--- src/hw/rtl/ozsl_pkg.sv ---
// obstacle zone speed limiter: shared types, register codes and zone codes
// no dependencies; imported by every module of the block
package ozsl_pkg;

    // sample counter width and saturation
    localparam int INDEX_BITS = 12;
    localparam int SCAN_W     = 12;
    // compare width for sector bounds against the sample counter
    localparam int CMP_W      = (INDEX_BITS > SCAN_W) ? INDEX_BITS : SCAN_W;

    localparam int RANGE_W    = 16;
    localparam int SPEED_W    = 16;
    localparam int GAIN_W     = 9;
    localparam int ZONE_W     = 3;
    localparam int CFG_IDX_W  = 3;
    localparam int CFG_DATA_W = 16;

    // value held by a sector with no valid reading
    localparam logic [RANGE_W-1:0] NO_READING = RANGE_W'(50000);

    // configuration register indexes
    localparam logic [CFG_IDX_W-1:0] CFG_SCAN_POINTS = 3'd0;
    localparam logic [CFG_IDX_W-1:0] CFG_NEAR_MM     = 3'd1;
    localparam logic [CFG_IDX_W-1:0] CFG_MID_MM      = 3'd2;
    localparam logic [CFG_IDX_W-1:0] CFG_FAR_MM      = 3'd3;
    localparam logic [CFG_IDX_W-1:0] CFG_GENTLE_GAIN = 3'd4;
    localparam logic [CFG_IDX_W-1:0] CFG_STRONG_GAIN = 3'd5;

    // configuration reset values
    localparam logic [SCAN_W-1:0]  RST_SCAN_POINTS = 12'd720;
    localparam logic [RANGE_W-1:0] RST_NEAR_MM     = 16'd1000;
    localparam logic [RANGE_W-1:0] RST_MID_MM      = 16'd1500;
    localparam logic [RANGE_W-1:0] RST_FAR_MM      = 16'd2000;
    localparam logic [GAIN_W-1:0]  RST_GENTLE_GAIN = 9'd205;
    localparam logic [GAIN_W-1:0]  RST_STRONG_GAIN = 9'd128;

    // zone flag codes
    localparam logic [ZONE_W-1:0] ZONE_CLEAR  = 3'd0;
    localparam logic [ZONE_W-1:0] ZONE_R_FAR  = 3'd1;
    localparam logic [ZONE_W-1:0] ZONE_R_MID  = 3'd2;
    localparam logic [ZONE_W-1:0] ZONE_R_NEAR = 3'd3;
    localparam logic [ZONE_W-1:0] ZONE_L_FAR  = 3'd4;
    localparam logic [ZONE_W-1:0] ZONE_L_MID  = 3'd5;
    localparam logic [ZONE_W-1:0] ZONE_L_NEAR = 3'd6;

    // input mode codes
    localparam logic MODE_SAMPLE  = 1'b0;
    localparam logic MODE_COMMAND = 1'b1;

    // configuration register file contents
    typedef struct packed {
        logic [SCAN_W-1:0]  scan_points;
        logic [RANGE_W-1:0] near_mm;
        logic [RANGE_W-1:0] mid_mm;
        logic [RANGE_W-1:0] far_mm;
        logic [GAIN_W-1:0]  gentle_gain;
        logic [GAIN_W-1:0]  strong_gain;
    } cfg_t;

endpackage

--- src/hw/rtl/obstacle_zone_speed_limiter.sv ---
// obstacle zone speed limiter top level: config registers, input and result registers
// depends on ozsl_pkg, ozsl_scan and ozsl_limit

// Range samples (mode 0) and velocity commands (mode 1) share one valid/ready
// input channel. Each item is processed in an input register, and a command's
// result is then held in an output register until taken; one item is accepted
// per cycle while the output side keeps up, and a sample never waits on the
// output side. A sample produces no result; each command produces one result
// with the limited speeds and the zone flag in force. A command reaches
// out_valid through the input register and then the result register.
// A sample marked scan_end sets the zone used by every command accepted after
// it. Configuration writes take effect at once and belong to idle periods.
module obstacle_zone_speed_limiter (
    input  logic                                 clk,
    input  logic                                 rst_n,
    // configuration write port
    input  logic                                 cfg_we,
    input  logic [ozsl_pkg::CFG_IDX_W-1:0]       cfg_index,
    input  logic [ozsl_pkg::CFG_DATA_W-1:0]      cfg_data,
    // input channel
    input  logic                                 in_valid,
    output logic                                 in_ready,
    input  logic                                 mode,
    input  logic [ozsl_pkg::RANGE_W-1:0]         range_mm,
    input  logic                                 scan_end,
    input  logic signed [ozsl_pkg::SPEED_W-1:0]  linear_x,
    input  logic signed [ozsl_pkg::SPEED_W-1:0]  angular_z,
    // result channel
    output logic                                 out_valid,
    input  logic                                 out_ready,
    output logic signed [ozsl_pkg::SPEED_W-1:0]  linear_out,
    output logic signed [ozsl_pkg::SPEED_W-1:0]  angular_out,
    output logic [ozsl_pkg::ZONE_W-1:0]          zone_flag
);
    import ozsl_pkg::*;

    cfg_t                  cfg_reg;

    logic                  in_valid_reg;
    logic                  mode_reg;
    logic [RANGE_W-1:0]    range_reg;
    logic                  scan_end_reg;
    logic signed [SPEED_W-1:0] lin_reg, ang_reg;

    logic                  out_valid_reg;
    logic signed [SPEED_W-1:0] lin_out_reg, ang_out_reg;
    logic [ZONE_W-1:0]     zone_out_reg;

    logic                  advance, in_fire, sample_fire, cmd_fire;
    logic [ZONE_W-1:0]     zone;
    logic signed [SPEED_W-1:0] lin_lim, ang_lim;

    // configuration register file
    always_ff @(posedge clk or negedge rst_n)
    begin
        if (!rst_n)
        begin
            cfg_reg.scan_points <= RST_SCAN_POINTS;
            cfg_reg.near_mm     <= RST_NEAR_MM;
            cfg_reg.mid_mm      <= RST_MID_MM;
            cfg_reg.far_mm      <= RST_FAR_MM;
            cfg_reg.gentle_gain <= RST_GENTLE_GAIN;
            cfg_reg.strong_gain <= RST_STRONG_GAIN;
        end
        else if (cfg_we)
        begin
            case (cfg_index)
                CFG_SCAN_POINTS: cfg_reg.scan_points <= cfg_data[SCAN_W-1:0];
                CFG_NEAR_MM:     cfg_reg.near_mm     <= cfg_data[RANGE_W-1:0];
                CFG_MID_MM:      cfg_reg.mid_mm      <= cfg_data[RANGE_W-1:0];
                CFG_FAR_MM:      cfg_reg.far_mm      <= cfg_data[RANGE_W-1:0];
                CFG_GENTLE_GAIN: cfg_reg.gentle_gain <= cfg_data[GAIN_W-1:0];
                CFG_STRONG_GAIN: cfg_reg.strong_gain <= cfg_data[GAIN_W-1:0];
                default: ;
            endcase
        end
    end

    // handshake: the input stage drains when a sample or a command has room
    always_comb
    begin
        advance     = in_valid_reg &&
                      ((mode_reg == MODE_SAMPLE) || !out_valid_reg || out_ready);
        sample_fire = advance && (mode_reg == MODE_SAMPLE);
        cmd_fire    = advance && (mode_reg == MODE_COMMAND);
        in_ready    = !in_valid_reg || advance;
        in_fire     = in_valid && in_ready;
    end

    // input register control
    always_ff @(posedge clk or negedge rst_n)
    begin
        if (!rst_n)
            in_valid_reg <= 1'b0;
        else if (in_ready)
            in_valid_reg <= in_valid;
    end

    // input register payload
    always_ff @(posedge clk)
    begin
        if (in_fire)
        begin
            mode_reg     <= mode;
            range_reg    <= range_mm;
            scan_end_reg <= scan_end;
            lin_reg      <= linear_x;
            ang_reg      <= angular_z;
        end
    end

    ozsl_scan u_scan (
        .clk         (clk),
        .rst_n       (rst_n),
        .cfg         (cfg_reg),
        .sample_fire (sample_fire),
        .range_mm    (range_reg),
        .scan_end    (scan_end_reg),
        .zone        (zone)
    );

    ozsl_limit u_limit (
        .cfg         (cfg_reg),
        .zone        (zone),
        .linear_x    (lin_reg),
        .angular_z   (ang_reg),
        .linear_out  (lin_lim),
        .angular_out (ang_lim)
    );

    // result register control
    always_ff @(posedge clk or negedge rst_n)
    begin
        if (!rst_n)
            out_valid_reg <= 1'b0;
        else if (cmd_fire)
            out_valid_reg <= 1'b1;
        else if (out_ready)
            out_valid_reg <= 1'b0;
    end

    // result register payload
    always_ff @(posedge clk)
    begin
        if (cmd_fire)
        begin
            lin_out_reg  <= lin_lim;
            ang_out_reg  <= ang_lim;
            zone_out_reg <= zone;
        end
    end

    assign out_valid   = out_valid_reg;
    assign linear_out  = lin_out_reg;
    assign angular_out = ang_out_reg;
    assign zone_flag   = zone_out_reg;

    // a sample never creates a result
    a_sample_no_result: assert property (@(posedge clk) disable iff (!rst_n)
        (in_valid_reg && mode_reg == MODE_SAMPLE && !out_valid_reg) |=> !out_valid_reg)
        else $error("result produced by a range sample");

    // an empty input stage always takes a transfer
    a_empty_ready: assert property (@(posedge clk) disable iff (!rst_n)
        !in_valid_reg |-> in_ready)
        else $error("input stalled while empty");

    // a pending sample never stalls the input
    a_sample_flows: assert property (@(posedge clk) disable iff (!rst_n)
        (in_valid_reg && mode_reg == MODE_SAMPLE) |-> in_ready)
        else $error("range sample stalled by output side");

    // a result held but not taken is never overwritten
    a_no_overwrite: assert property (@(posedge clk) disable iff (!rst_n)
        (out_valid_reg && !out_ready) |-> !cmd_fire)
        else $error("pending result overwritten");

endmodule

--- src/hw/rtl/ozsl_scan.sv ---
// obstacle zone speed limiter: per-scan sector tracking and zone decision
// depends on ozsl_pkg
module ozsl_scan (
    input  logic                          clk,
    input  logic                          rst_n,
    input  ozsl_pkg::cfg_t                cfg,
    input  logic                          sample_fire,
    input  logic [ozsl_pkg::RANGE_W-1:0]  range_mm,
    input  logic                          scan_end,
    output logic [ozsl_pkg::ZONE_W-1:0]   zone
);
    import ozsl_pkg::*;

    logic [INDEX_BITS-1:0] idx_reg, idx_next;
    logic [RANGE_W-1:0]    right_reg, right_next;
    logic [RANGE_W-1:0]    left_reg, left_next;
    logic                  right_valid_reg, right_valid_next;
    logic                  left_valid_reg, left_valid_next;
    logic [ZONE_W-1:0]     zone_reg, zone_next;

    logic [SCAN_W+2:0]     lo_wide, hi_wide;
    logic [CMP_W-1:0]      lo_bound, mid_bound, hi_bound, idx_ext;
    logic                  in_range, right_upd, left_upd;
    logic [RANGE_W-1:0]    right_new, left_new;
    logic                  right_new_valid, left_new_valid;
    logic                  right_wins, left_wins;
    logic [ZONE_W-1:0]     zone_close;

    // sector bounds: 3N/8, N/2, 5N/8 with integer division
    always_comb
    begin
        lo_wide   = ({3'b000, cfg.scan_points} + {2'b00, cfg.scan_points, 1'b0}) >> 3;
        hi_wide   = ({3'b000, cfg.scan_points} + {1'b0, cfg.scan_points, 2'b00}) >> 3;
        lo_bound  = CMP_W'(lo_wide);
        hi_bound  = CMP_W'(hi_wide);
        mid_bound = CMP_W'(cfg.scan_points >> 1);
        idx_ext   = CMP_W'(idx_reg);
    end

    // nearest reading update for both sectors
    always_comb
    begin
        in_range  = (range_mm != '0) && (range_mm < cfg.far_mm);
        right_upd = in_range && (idx_ext >= lo_bound) && (idx_ext <= mid_bound) &&
                    (!right_valid_reg || (range_mm < right_reg));
        left_upd  = in_range && (idx_ext >= mid_bound) && (idx_ext <= hi_bound) &&
                    (!left_valid_reg || (range_mm < left_reg));
        right_new       = right_upd ? range_mm : right_reg;
        left_new        = left_upd ? range_mm : left_reg;
        right_new_valid = right_valid_reg || right_upd;
        left_new_valid  = left_valid_reg || left_upd;
    end

    // zone decision at the end of a scan
    always_comb
    begin
        right_wins = right_new_valid && (!left_new_valid || (right_new < left_new));
        left_wins  = left_new_valid && (!right_new_valid || (left_new < right_new));
        if (right_wins)
        begin
            if (right_new < cfg.near_mm)
                zone_close = ZONE_R_NEAR;
            else if (right_new < cfg.mid_mm)
                zone_close = ZONE_R_MID;
            else
                zone_close = ZONE_R_FAR;
        end
        else if (left_wins)
        begin
            if (left_new < cfg.near_mm)
                zone_close = ZONE_L_NEAR;
            else if (left_new < cfg.mid_mm)
                zone_close = ZONE_L_MID;
            else
                zone_close = ZONE_L_FAR;
        end
        else
        begin
            zone_close = ZONE_CLEAR;
        end
    end

    // next state
    always_comb
    begin
        idx_next         = idx_reg;
        right_next       = right_reg;
        left_next        = left_reg;
        right_valid_next = right_valid_reg;
        left_valid_next  = left_valid_reg;
        zone_next        = zone_reg;
        if (sample_fire)
        begin
            if (scan_end)
            begin
                idx_next         = '0;
                right_next       = NO_READING;
                left_next        = NO_READING;
                right_valid_next = 1'b0;
                left_valid_next  = 1'b0;
                zone_next        = zone_close;
            end
            else
            begin
                idx_next         = (&idx_reg) ? idx_reg : idx_reg + 1'b1;
                right_next       = right_new;
                left_next        = left_new;
                right_valid_next = right_new_valid;
                left_valid_next  = left_new_valid;
            end
        end
    end

    // state registers
    always_ff @(posedge clk or negedge rst_n)
    begin
        if (!rst_n)
        begin
            idx_reg         <= '0;
            right_reg       <= NO_READING;
            left_reg        <= NO_READING;
            right_valid_reg <= 1'b0;
            left_valid_reg  <= 1'b0;
            zone_reg        <= ZONE_CLEAR;
        end
        else
        begin
            idx_reg         <= idx_next;
            right_reg       <= right_next;
            left_reg        <= left_next;
            right_valid_reg <= right_valid_next;
            left_valid_reg  <= left_valid_next;
            zone_reg        <= zone_next;
        end
    end

    assign zone = zone_reg;

    // a held reading is never zero
    a_right_nonzero: assert property (@(posedge clk) disable iff (!rst_n)
        right_valid_reg |-> (right_reg != '0))
        else $error("right sector holds a zero reading");

    a_left_nonzero: assert property (@(posedge clk) disable iff (!rst_n)
        left_valid_reg |-> (left_reg != '0))
        else $error("left sector holds a zero reading");

    // the end of a scan restarts the sector tracking
    a_scan_restart: assert property (@(posedge clk) disable iff (!rst_n)
        (sample_fire && scan_end) |=> (idx_reg == '0 && !right_valid_reg && !left_valid_reg))
        else $error("scan state not cleared at scan end");

    // a sector with no reading holds the sentinel
    a_sentinel: assert property (@(posedge clk) disable iff (!rst_n)
        !right_valid_reg |-> (right_reg == NO_READING))
        else $error("empty right sector lost its sentinel");

endmodule

--- src/hw/rtl/ozsl_limit.sv ---
// obstacle zone speed limiter: velocity command scaling against the zone
// depends on ozsl_pkg
module ozsl_limit (
    input  ozsl_pkg::cfg_t                       cfg,
    input  logic [ozsl_pkg::ZONE_W-1:0]          zone,
    input  logic signed [ozsl_pkg::SPEED_W-1:0]  linear_x,
    input  logic signed [ozsl_pkg::SPEED_W-1:0]  angular_z,
    output logic signed [ozsl_pkg::SPEED_W-1:0]  linear_out,
    output logic signed [ozsl_pkg::SPEED_W-1:0]  angular_out
);
    import ozsl_pkg::*;

    localparam int PROD_W = SPEED_W + GAIN_W + 1;
    localparam int QUOT_W = PROD_W - 8;
    localparam logic signed [QUOT_W-1:0] SAT_HI = QUOT_W'(32767);
    localparam logic signed [QUOT_W-1:0] SAT_LO = -QUOT_W'(32768);

    logic                      toward_right, toward_left, hit_right, hit_left;
    logic [GAIN_W-1:0]         gain;
    logic signed [GAIN_W:0]    gain_s;
    logic signed [PROD_W-1:0]  lin_prod, ang_prod;
    logic signed [QUOT_W-1:0]  lin_q, ang_q;
    logic signed [SPEED_W-1:0] lin_sat, ang_sat;

    // direction of the command relative to the flagged side
    always_comb
    begin
        toward_right = (linear_x > 0) || (angular_z < 0);
        toward_left  = (linear_x > 0) || (angular_z > 0);
        hit_right    = (zone == ZONE_R_FAR || zone == ZONE_R_MID || zone == ZONE_R_NEAR)
                       && toward_right;
        hit_left     = (zone == ZONE_L_FAR || zone == ZONE_L_MID || zone == ZONE_L_NEAR)
                       && toward_left;
    end

    // q8 scaling with floor and saturation
    always_comb
    begin
        gain     = (zone == ZONE_R_FAR || zone == ZONE_L_FAR) ? cfg.gentle_gain
                                                              : cfg.strong_gain;
        gain_s   = $signed({1'b0, gain});
        lin_prod = PROD_W'(linear_x) * PROD_W'(gain_s);
        ang_prod = PROD_W'(angular_z) * PROD_W'(gain_s);
        lin_q    = QUOT_W'(lin_prod >>> 8);
        ang_q    = QUOT_W'(ang_prod >>> 8);
        if (lin_q > SAT_HI)
            lin_sat = 16'sh7fff;
        else if (lin_q < SAT_LO)
            lin_sat = 16'sh8000;
        else
            lin_sat = SPEED_W'(lin_q);
        if (ang_q > SAT_HI)
            ang_sat = 16'sh7fff;
        else if (ang_q < SAT_LO)
            ang_sat = 16'sh8000;
        else
            ang_sat = SPEED_W'(ang_q);
    end

    // band selection for a command heading toward the flagged side: stop in the near band, scale otherwise
    always_comb
    begin
        linear_out  = linear_x;
        angular_out = angular_z;
        if (hit_right || hit_left)
        begin
            if (zone == ZONE_R_NEAR || zone == ZONE_L_NEAR)
            begin
                linear_out  = '0;
                angular_out = '0;
            end
            else
            begin
                linear_out  = lin_sat;
                angular_out = ang_sat;
            end
        end
    end

endmodule

--- config.mk ---
export PLATFORM = sky130hd
export DESIGN_NAME = obstacle_zone_speed_limiter
export DESIGN_NICKNAME = d
export VERILOG_FILES = /design/src/hw/rtl/ozsl_pkg.sv /design/src/hw/rtl/obstacle_zone_speed_limiter.sv /design/src/hw/rtl/ozsl_scan.sv /design/src/hw/rtl/ozsl_limit.sv
export SDC_FILE = /design/constraint.sdc
export NUM_CORES = 1
export LEC_CHECK = 0
export BUFFER_PORTS_ARGS = -buffer_cell sky130_fd_sc_hd__buf_2
export CORE_MARGIN = 5
export CORE_UTILIZATION = 36
export CTS_CLUSTER_SIZE = 10
export DETAILED_ROUTE_END_ITERATION = 7
export HOLD_SLACK_MARGIN = 0.15
export PLACE_DENSITY = 0.58
export SLEW_MARGIN = 30
export SYNTH_ARGS = -nofsm -noshare
export SYNTH_HDL_FRONTEND = slang
export SYNTH_HIERARCHICAL = 1
export SYNTH_SLANG_ARGS = --single-unit
--- constraint.sdc ---
create_clock -name clk -period 21.7 [get_ports clk]
set_input_delay 6.51 -clock clk [delete_from_list [all_inputs] [get_ports clk]]
set_output_delay 6.51 -clock clk [all_outputs]
set_load 0.02 [all_outputs]
==> impl_results.md, run 1 <==
* Status: finished, final reports clean
* R2R depth at 23
* Mux contribution to synthesized area at 0.06043
* Crit path capture type: output port
* Post-synthesis simple-gate area fraction at 0.1248
* Final ANT Viol Nets at 0
* Register area at between 5000 and 6000 µm²
* Main combinational cell family by area after synthesis: adder cells
* I/O Pins at roughly 110
* Clock slew at reported path FFs at approximately 0.050 ns
* CORE AREA at 65860 µm²
* Most common cell in the netlist: inv_1
* Worst EP arrival at between 7 and 8 ns
* Drt drc at 0
* Worst-path fanout max at 3
* Die height at roughly 270 µm
* Worst endpoint required time at 15.19 ns
* Die width at 267.9 µm
* Root Buffer: clkbuf_16
* Final wirelength at approximately 63000 µm
* Max-cap violations at 0
* Area grow syn2layout at 9.769%
* Max reg flops at 78
* Global-route wire length before repair at just over 100000 µm
* Fin crit share at 0.6249
* Final setup skew at between 0.05 and 0.06 ns
* Cell Rows at 94
* Top cell type's share of synthesized area at 0.2032
* PortBufs at 110
* CTS buffer count at 30
* Dominant synthesized flop cell: dfrtp_1
* Worst-case clock buffer depth at 3
* Fin Setup TNS at 0 ns
* WHS at between 0.5 and 0.6 ns
* Syn_nets at 3005
* # Post-CTS Setup Buffers at 0
* Async S/R FF share, synth at 0.6028
* Leading post-synthesis cells by cell area: fa_1 (20%), ha_1 (15%), edfxtp_1 (11%)
* Clock sinks at about 210
* Depth of the CTS H-tree at 1
* DR vias at about 17000
* Crit start category: input pin
* Fin nets at slightly above 3000
* DR vias/cell at about 5.2
* Pin count of the biggest net entering global routing at 87
* Final min period at approximately 14 ns
* Cell area after synthesis at 23940 µm²
* Seq cells post-synth at 214
* Worst min-delay path class: flip-flop to flip-flop
* Post_cts resized at 0
* Crit path kind: input pin to output port
* GRT Residual Overflow at 0
* Number of global-route vias before repair at ~19000
* Fillers at 6543
* Worst skew pair latency at ~0.62 ns
* Final slew viol count at 0
* PnR worst setup slack at just over 8 ns
* Gate Count Post-Synth at about 2400
* Top post-synthesis cells by count: inv_1 (443), ha_1 (287), fa_1 (243)
* EDFF count, synth at between 80 and 90
* Compound-cell area share of the yosys netlist at 0.1030
* 1st-pass router iterations at 5
* Synth Area in XOR/XNOR at 0.02817
* Hold Fails Final Rpt at 0
* Area of the multi-input gates at 16090 µm²
* Worst rel slew slack at 0.3641
* DP Wirelength at ~48000 µm
* Area share of fa/ha/maj cells after synthesis at 0.3532
* Total number of yosys warnings at 6
* Unrepaired setup endpoints after global routing: no
* Pre-CTS WS at around 8.1 ns
* F_max at around 0.074 GHz
* Post-synthesis average cell area at between 9 and 10 µm²
* Share of layout cells above drive strength 1 at 0.1388
* Worst slew pin tran at ~0.95 ns
* Initial antenna violation count at 2
* Hold Crit Depth at 1
* CTS Hold Bufs at 0
* Die area at approximately 70000 µm²
* Initial Utilization at 0.3634
* Total GRT Usage at 0.1751
* RePlAce Congestion at around 0.87
* Setup violators final at 0
* Count of different cell masters after synthesis at just under 90
* Iter 0 DRT Violations at roughly 970
* CTS tree: built
* Synth area leader: fa_1
* Per-cell routed wire length at about 19 µm
* Sequential area share after synthesis at 0.2436
## layout make-up
type	instances	area share
clock inverter	10	0.004524
inverter	443	0.06329
clock buffer	46	0.03200
antenna	1	0.00009524
tap	864	0.04114
sequential	214	0.2220
timing repair buffer	122	0.02462
multi-input combinational	1657	0.6124
## kinds of logic after synthesis
family,Yosys count
adders and majority gates,530
muxes,118
xor gates and xnor gates,77
DFF,214
buffers and inverters,530
and+or+nand+nor,573
AOI/OAI and AO/OA,359
## cells in the final DEF, fill, tap and decap left out, types with 30 or more instances in the layout
cell type / synthesis / final
inv_1: 443 / 443
ha_1: 287 / 287
fa_1: 243 / 243
nand2_1: 209 / 209
buf_2: 4 / 109
a21oi_1: 100 / 98
dfrtp_1: 88 / 88
edfxtp_1: 85 / 85
nor2b_1: 83 / 82
mux2_2: 71 / 71
and2_1: 71 / 70
nor2_1: 62 / 61
o21ai_0: 52 / 52
xnor2_1: 48 / 48
a21o_1: 45 / 45
dfstp_2: 41 / 41
nand4_1: 32 / 32
a221o_1: 32 / 32
mux2_4: 30 / 30
clkbuf_16: 0 / 30
## worst paths after layout
check / to / from / slack [ns]
max: in_ready / out_ready / 8.14
min reg2reg: cfg_reg[3] / cfg_reg[3] / 0.50
min: cfg_reg[3] / cfg_reg[3] / 0.50
max reg2reg: angular_out[2] / u_scan/zone[2] / 13.21
min in group asynchronous: u_scan/right_reg[10] / rst_n / 5.98
max in group asynchronous: cfg_reg[72] / rst_n / 14.59
## metal layers
layer  track usage  share of wire  vias up
met4       0.04958          0.028        2
met2        0.2937           0.46      413
li1              -              -     8123
met1        0.2415           0.46     8848
met3       0.02033          0.047      103
met5             0        0.00021        -
## through the flow
| stage | util | std cells | cell area (µm²) |
|---|---|---|---|
| global route | 0.3989 | 3356 | 26270 |
| CTS | 0.3989 | 3356 | 26270 |
| floorplan | - | 2401 | 23940 |
| detailed placement | 0.3843 | 3300 | 25310 |
| finish | 0.3989 | 3357 | 26280 |
| global placement | 0.3843 | 3300 | 25310 |
## critical path, stage by stage
cell and delay [ns]:
buf_2 0.11, nand4b_1 0.22, buf_2 0.20
Power of run 1 is not shown: default switching activity piles up to over one toggle a cycle in this logic, so the estimate is an artifact.
==> inputs of run 2 (changes only) <==
==> constraint.sdc (replaced) <==
create_clock -name clk -period 13.9 [get_ports clk]
set_input_delay 4.17 -clock clk [delete_from_list [all_inputs] [get_ports clk]]
set_output_delay 4.17 -clock clk [all_outputs]
set_load 0.02 [all_outputs]
==> run 2 against run 1 <==
- clock skew fell by 0.040 ns
- sequential share of layout area grew 0.057 points
- design area is 0.26% lower
- global-route usage decreased by 0.096 points
- worst setup slack got worse by 3.1 ns
- utilization down 0.10 points
- sequential cell count unchanged
- highest routed layer unchanged
- non-clock buffer count is 2 lower
- wire length is 1.3% lower
==> impl_results.md, run 2 (synthesis results as in run 1) <==
* F_max at approximately 0.11 GHz
* Most frequent cells in the layout: inv_1 (443), ha_1 (287), fa_1 (243), nand2_1 (209), buf_2 (109)
* Commonest non-fill, non-tap cell in the layout: inv_1
* Worst rel slew slack at 0.3623
* FF-to-FF End: angular_out[4]
* Area grow syn2layout at 9.487%
* Drt drc at 0
* Most Frequent Cell on Critical Path: buf_2
* Iter 0 DRT Violations at around 900
* DR vias at between 15000 and 20000
* Worst min-delay path class: flip-flop to flip-flop
* Worst skew pair latency at 0.59 ns
* Pre-CTS WS at slightly above 5 ns
* DR vias/cell at about 5
* Fin crit share at 0.6373
* Dpl cells at 3298
* Clock slew at reported path FFs at ~0.06 ns
* Root Buffer: clkbuf_16
* Worst-path fanout max at 3
* RePlAce Congestion at 0.8875
* Per-cell routed wire length at ~19 µm
* Hold Crit Depth at 1
* Max-cap violations at 0
* DP Wirelength at between 40000 and 50000 µm
* Cell Area, Placed at 25300 µm²
* Post-route cell area at approximately 26000 µm²
* PnR worst setup slack at between 5 and 6 ns
* R2R depth at 23
* Initial antenna violation count at 6
* Min-Delay Endpoint: cfg_reg[3]
* Kind of cell adding the most delay to the critical path: buffers and inverters
* Pin count of the biggest net entering global routing at between 80 and 90
* Worst hold path startpoint: cfg_reg[3]
* Initial Utilization at 0.3634
* Max reg flops at 78
* Fin nets at slightly above 3000
* CP Cell Sequence: buf_2 > nand4b_1 > buf_2
* Total GRT Usage at 0.1742
* Number of global-route vias before repair at approximately 19000
* Fillers at roughly 6500
* Status: finished, final reports clean
* CTS Hold Bufs at 0
* Clock sinks at ~210
* Share of layout cells above drive strength 1 at 0.1375
* CORE AREA at roughly 66000 µm²
* Post-Layout Cell Count at 3352
* Worst path slowest cell: nand4b_1
* GRT Residual Overflow at 0
* Depth of the CTS H-tree at 1
* Unrepaired setup endpoints after global routing: no
* Final setup skew at about 0.017 ns
* PortBufs at 110
* Final slew viol count at 0
* Post_cts resized at 0
* Worst-case clock buffer depth at 3
* Crit path kind: input pin to output port
* CP bufs+invs at 2
* Final min period at 8.858 ns
* # Post-CTS Setup Buffers at 0
* Reg2reg start: u_scan/zone[0]
* Fin Setup TNS at 0 ns
* R2R setup slack at 5.51 ns
* Final wirelength at ~62000 µm
* Final ANT Viol Nets at 0
* Die width at approximately 270 µm
* CTS buffer count at 29
* CTS tree: built
* Max incr delay on CP at 0.21 ns
* Die area at around 72000 µm²
* Global-route wire length before repair at ~100000 µm
* Crit path capture type: output port
* Crit start category: input pin
* 1st-pass router iterations at 5
* Cell Rows at 94
* Antenna Diode Count at 0
* Worst slew pin tran at about 0.95 ns
* Die height at between 200 and 300 µm
* Worst EP arrival at around 4.7 ns
* Worst endpoint required time at 9.73 ns
* I/O Pins at between 100 and 150
* Hold Fails Final Rpt at 0
* Setup violators final at 0
## run 2: per-stage QoR
step                hold WS, ns    util
CTS                      0.5066  0.3978
global placement         0.4872  0.3841
detailed placement       0.4935  0.3841
global route             0.5199  0.3979
finish                   0.5030  0.3979
floorplan                0.4452       -
## run 2: worst max path at each step
stage | start | to | slack (ns) | cells past startpoint
2_1_floorplan | out_ready | in_ready | 5.24 | 1
3_3_place_gp | out_ready | in_ready | 5.06 | 3
3_5_place_dp | out_ready | in_ready | 5.06 | 3
4_1_cts | out_ready | in_ready | 5.05 | 3
5_1_grt | out_ready | in_ready | 5.02 | 3
6_report | out_ready | in_ready | 5.04 | 3
## run 2: final cells by class
| cell class | instances | area [µm²] | share of cell area |
|---|---|---|---|
| clock inverter | 7 | 61.31 | 0.002339 |
| timing repair buffer | 120 | 631.9 | 0.02411 |
| inverter | 443 | 1663 | 0.06345 |
| multi-input combinational | 1657 | 16090 | 0.6141 |
| sequential | 214 | 5832 | 0.2225 |
| clock buffer | 47 | 844.6 | 0.03223 |
| tap | 864 | 1081 | 0.04125 |
## run 2: worst register-to-register path, delay by kind of cell (launching register included)
family          cells  cell delay [ns]
mux                 1             0.67
flops               1             0.45
xor+xnor            2             0.28
compound gates      3             1.07
buf+inv             4             0.40
simple gates        7             2.22
fa+ha+maj           6             3.03
## run 2: routing by layer
| layer | wire length [µm] | track usage | up-vias |
|---|---|---|---|
| met1 | 29470 | 0.2465 | 8644 |
| met5 | 27 | 0 | - |
| met3 | 2888 | 0.02399 | 89 |
| met2 | 28140 | 0.2824 | 378 |
| met4 | 1671 | 0.04820 | 4 |
| li1 | - | - | 8118 |
Power of run 2 is left out for the same reason.
==> inputs of run 3 (changes only) <==
==> constraint.sdc (replaced) <==
create_clock -name clk -period 8.65 [get_ports clk]
set_input_delay 2.595 -clock clk [delete_from_list [all_inputs] [get_ports clk]]
set_output_delay 2.595 -clock clk [all_outputs]
set_load 0.02 [all_outputs]
==> run 3 against run 2 <==
- first-iteration DRC count rose by 9.0%
- worst hold slack got worse by 0.0013 ns
- cell count increased by 0.45%
- via count increased by 0.86%
- global-route usage up 0.38 points
- largest cell class unchanged
- register-to-register slack worse by 4.8 ns
- die area unchanged
- clock skew up 0.021 ns
- critical path depth is 20 higher
- clock-buffer cell count up 1
==> impl_results.md, run 3 (synthesis results as in run 1) <==
* Worst endpoint required time at roughly 9 ns
* GRT Residual Overflow at 0
* Final wirelength at approximately 64000 µm
* WHS at about 0.5 ns
* Cell Area, Placed at between 20000 and 30000 µm²
* Most Frequent Cell on Critical Path: fa_1
* Post-Layout Cell Count at 3367
* Depth of the CTS H-tree at 1
* Clock slew at reported path FFs at 0.05 ns
* Die width at 267.9 µm
* 1st-pass router iterations at 5
* Setup violators final at 0
* Status: finished, final reports clean
* Fin Setup TNS at 0 ns
* Final slew viol count at 0
* RePlAce Congestion at about 0.85
* CP Cell Sequence: xnor2_1 > nor2_2 > mux2_2 > and2_1 > fa_1 > inv_1 > fa_1 > inv_1 > fa_1 > fa_1 > inv_1 > fa_1 > inv_1 > ha_1 > or4_1 > a211oi_1 > nor2_1 > or4b_1 > nand2_1 > xnor2_1 > and2_1 > o21a_1 > a221o_1
* DP Wirelength at approximately 50000 µm
* Share of layout cells above drive strength 1 at 0.1443
* CTS tree: built
* Global-route wire length before repair at between 100000 and 150000 µm
* Worst skew pair latency at approximately 0.6 ns
* Root Buffer: clkbuf_16
* Crit start category: flip-flop
* PortBufs at 110
* Fin crit share at 0.9168
* Number of global-route vias before repair at 18760
* Dpl cells at roughly 3300
* Total GRT Usage at 0.1780
* Fin nets at just over 3000
* CORE AREA at 65860 µm²
* Worst min-delay path class: flip-flop to flip-flop
* Clock sinks at 214
* Worst EP arrival at approximately 8.3 ns
* Iter 0 DRT Violations at roughly 960
* Die area at 71750 µm²
* Post_cts resized at 0
* Die height at ~270 µm
* Hold Fails Final Rpt at 0
* Worst-path fanout max at 15
* Commonest non-fill, non-tap cell in the layout: inv_1
* Per-cell routed wire length at approximately 19 µm
* Cell Rows at 94
* Max reg flops at just under 80
* Worst slew pin tran at roughly 1.0 ns
* F_max at about 0.13 GHz
* Worst path slowest cell: fa_1
* Drt drc at 0
* Kind of cell adding the most delay to the critical path: adder cells
* Pin count of the biggest net entering global routing at slightly above 80
* Fillers at 6444
* Worst-case clock buffer depth at 3
* CP bufs+invs at 4
* # Post-CTS Setup Buffers at 0
* Initial Utilization at 0.3634
* Unrepaired setup endpoints after global routing: no
* Final ANT Viol Nets at 0
* Max-cap violations at 0
* I/O Pins at about 110
* Worst rel slew slack at 0.3149
* Initial antenna violation count at 6
* CTS buffer count at 31
* Final min period at between 7 and 8 ns
* Final setup skew at between 0.03 and 0.04 ns
* CTS Hold Bufs at 0
* DR vias/cell at ~5.2
* Crit path kind: flip-flop to flip-flop
* Crit path capture type: flip-flop
* Area grow syn2layout at 10.38%
* Post-route cell area at around 26000 µm²
* Max incr delay on CP at roughly 0.64 ns
* DR vias at 17380
* Most frequent cells in the layout: inv_1 (443), ha_1 (287), fa_1 (243), nand2_1 (209), buf_2 (109)
==> run 3: metal layers <==
metal,vias up,track usage,wire length [µm]
li1,8142,-,-
met1,8724,0.2493,29300
met2,413,0.2863,28810
met3,97,0.02628,3335
met4,6,0.05729,2198
met5,-,0,31
==> run 3: final timing paths <==
kind                                start                   end  cells after the start  slack (ns)
max                        u_scan/zone[0]        angular_out[4]                     23        0.72
min                           cfg_reg[14]           cfg_reg[14]                      1        0.50
max reg2reg                u_scan/zone[0]        angular_out[4]                     23        0.72
min reg2reg                   cfg_reg[14]           cfg_reg[14]                      1        0.50
max in group asynchronous           rst_n        u_scan/zone[1]                      2        5.43
min in group asynchronous           rst_n  u_scan/right_reg[10]                      1        2.05
==> run 3: layout make-up <==
class,count,area [µm²],area share
Timing Repair Buffer,130,706.9,0.02676
Antenna cell,1,2.502,0.00009471
Sequential cell,214,5832,0.2207
Multi-Input combinational cell,1657,16090,0.6090
Inverter,443,1663,0.06293
Clock inverter,10,103.9,0.003930
Clock buffer,48,940.9,0.03561
Tap cell,864,1081,0.04092
==> run 3: stage by stage <==
| stage | utilization | worst slack [ns] |
|---|---|---|
| 4_1_cts | 0.4011 | 0.7379 |
| 6_report | 0.4012 | 0.7200 |
| 2_1_floorplan | - | 1.232 |
| 3_5_place_dp | 0.3852 | 0.7607 |
| 3_3_place_gp | 0.3852 | 0.8659 |
| 5_1_grt | 0.4011 | 0.2468 |
Power of run 3 is left out for the same reason.
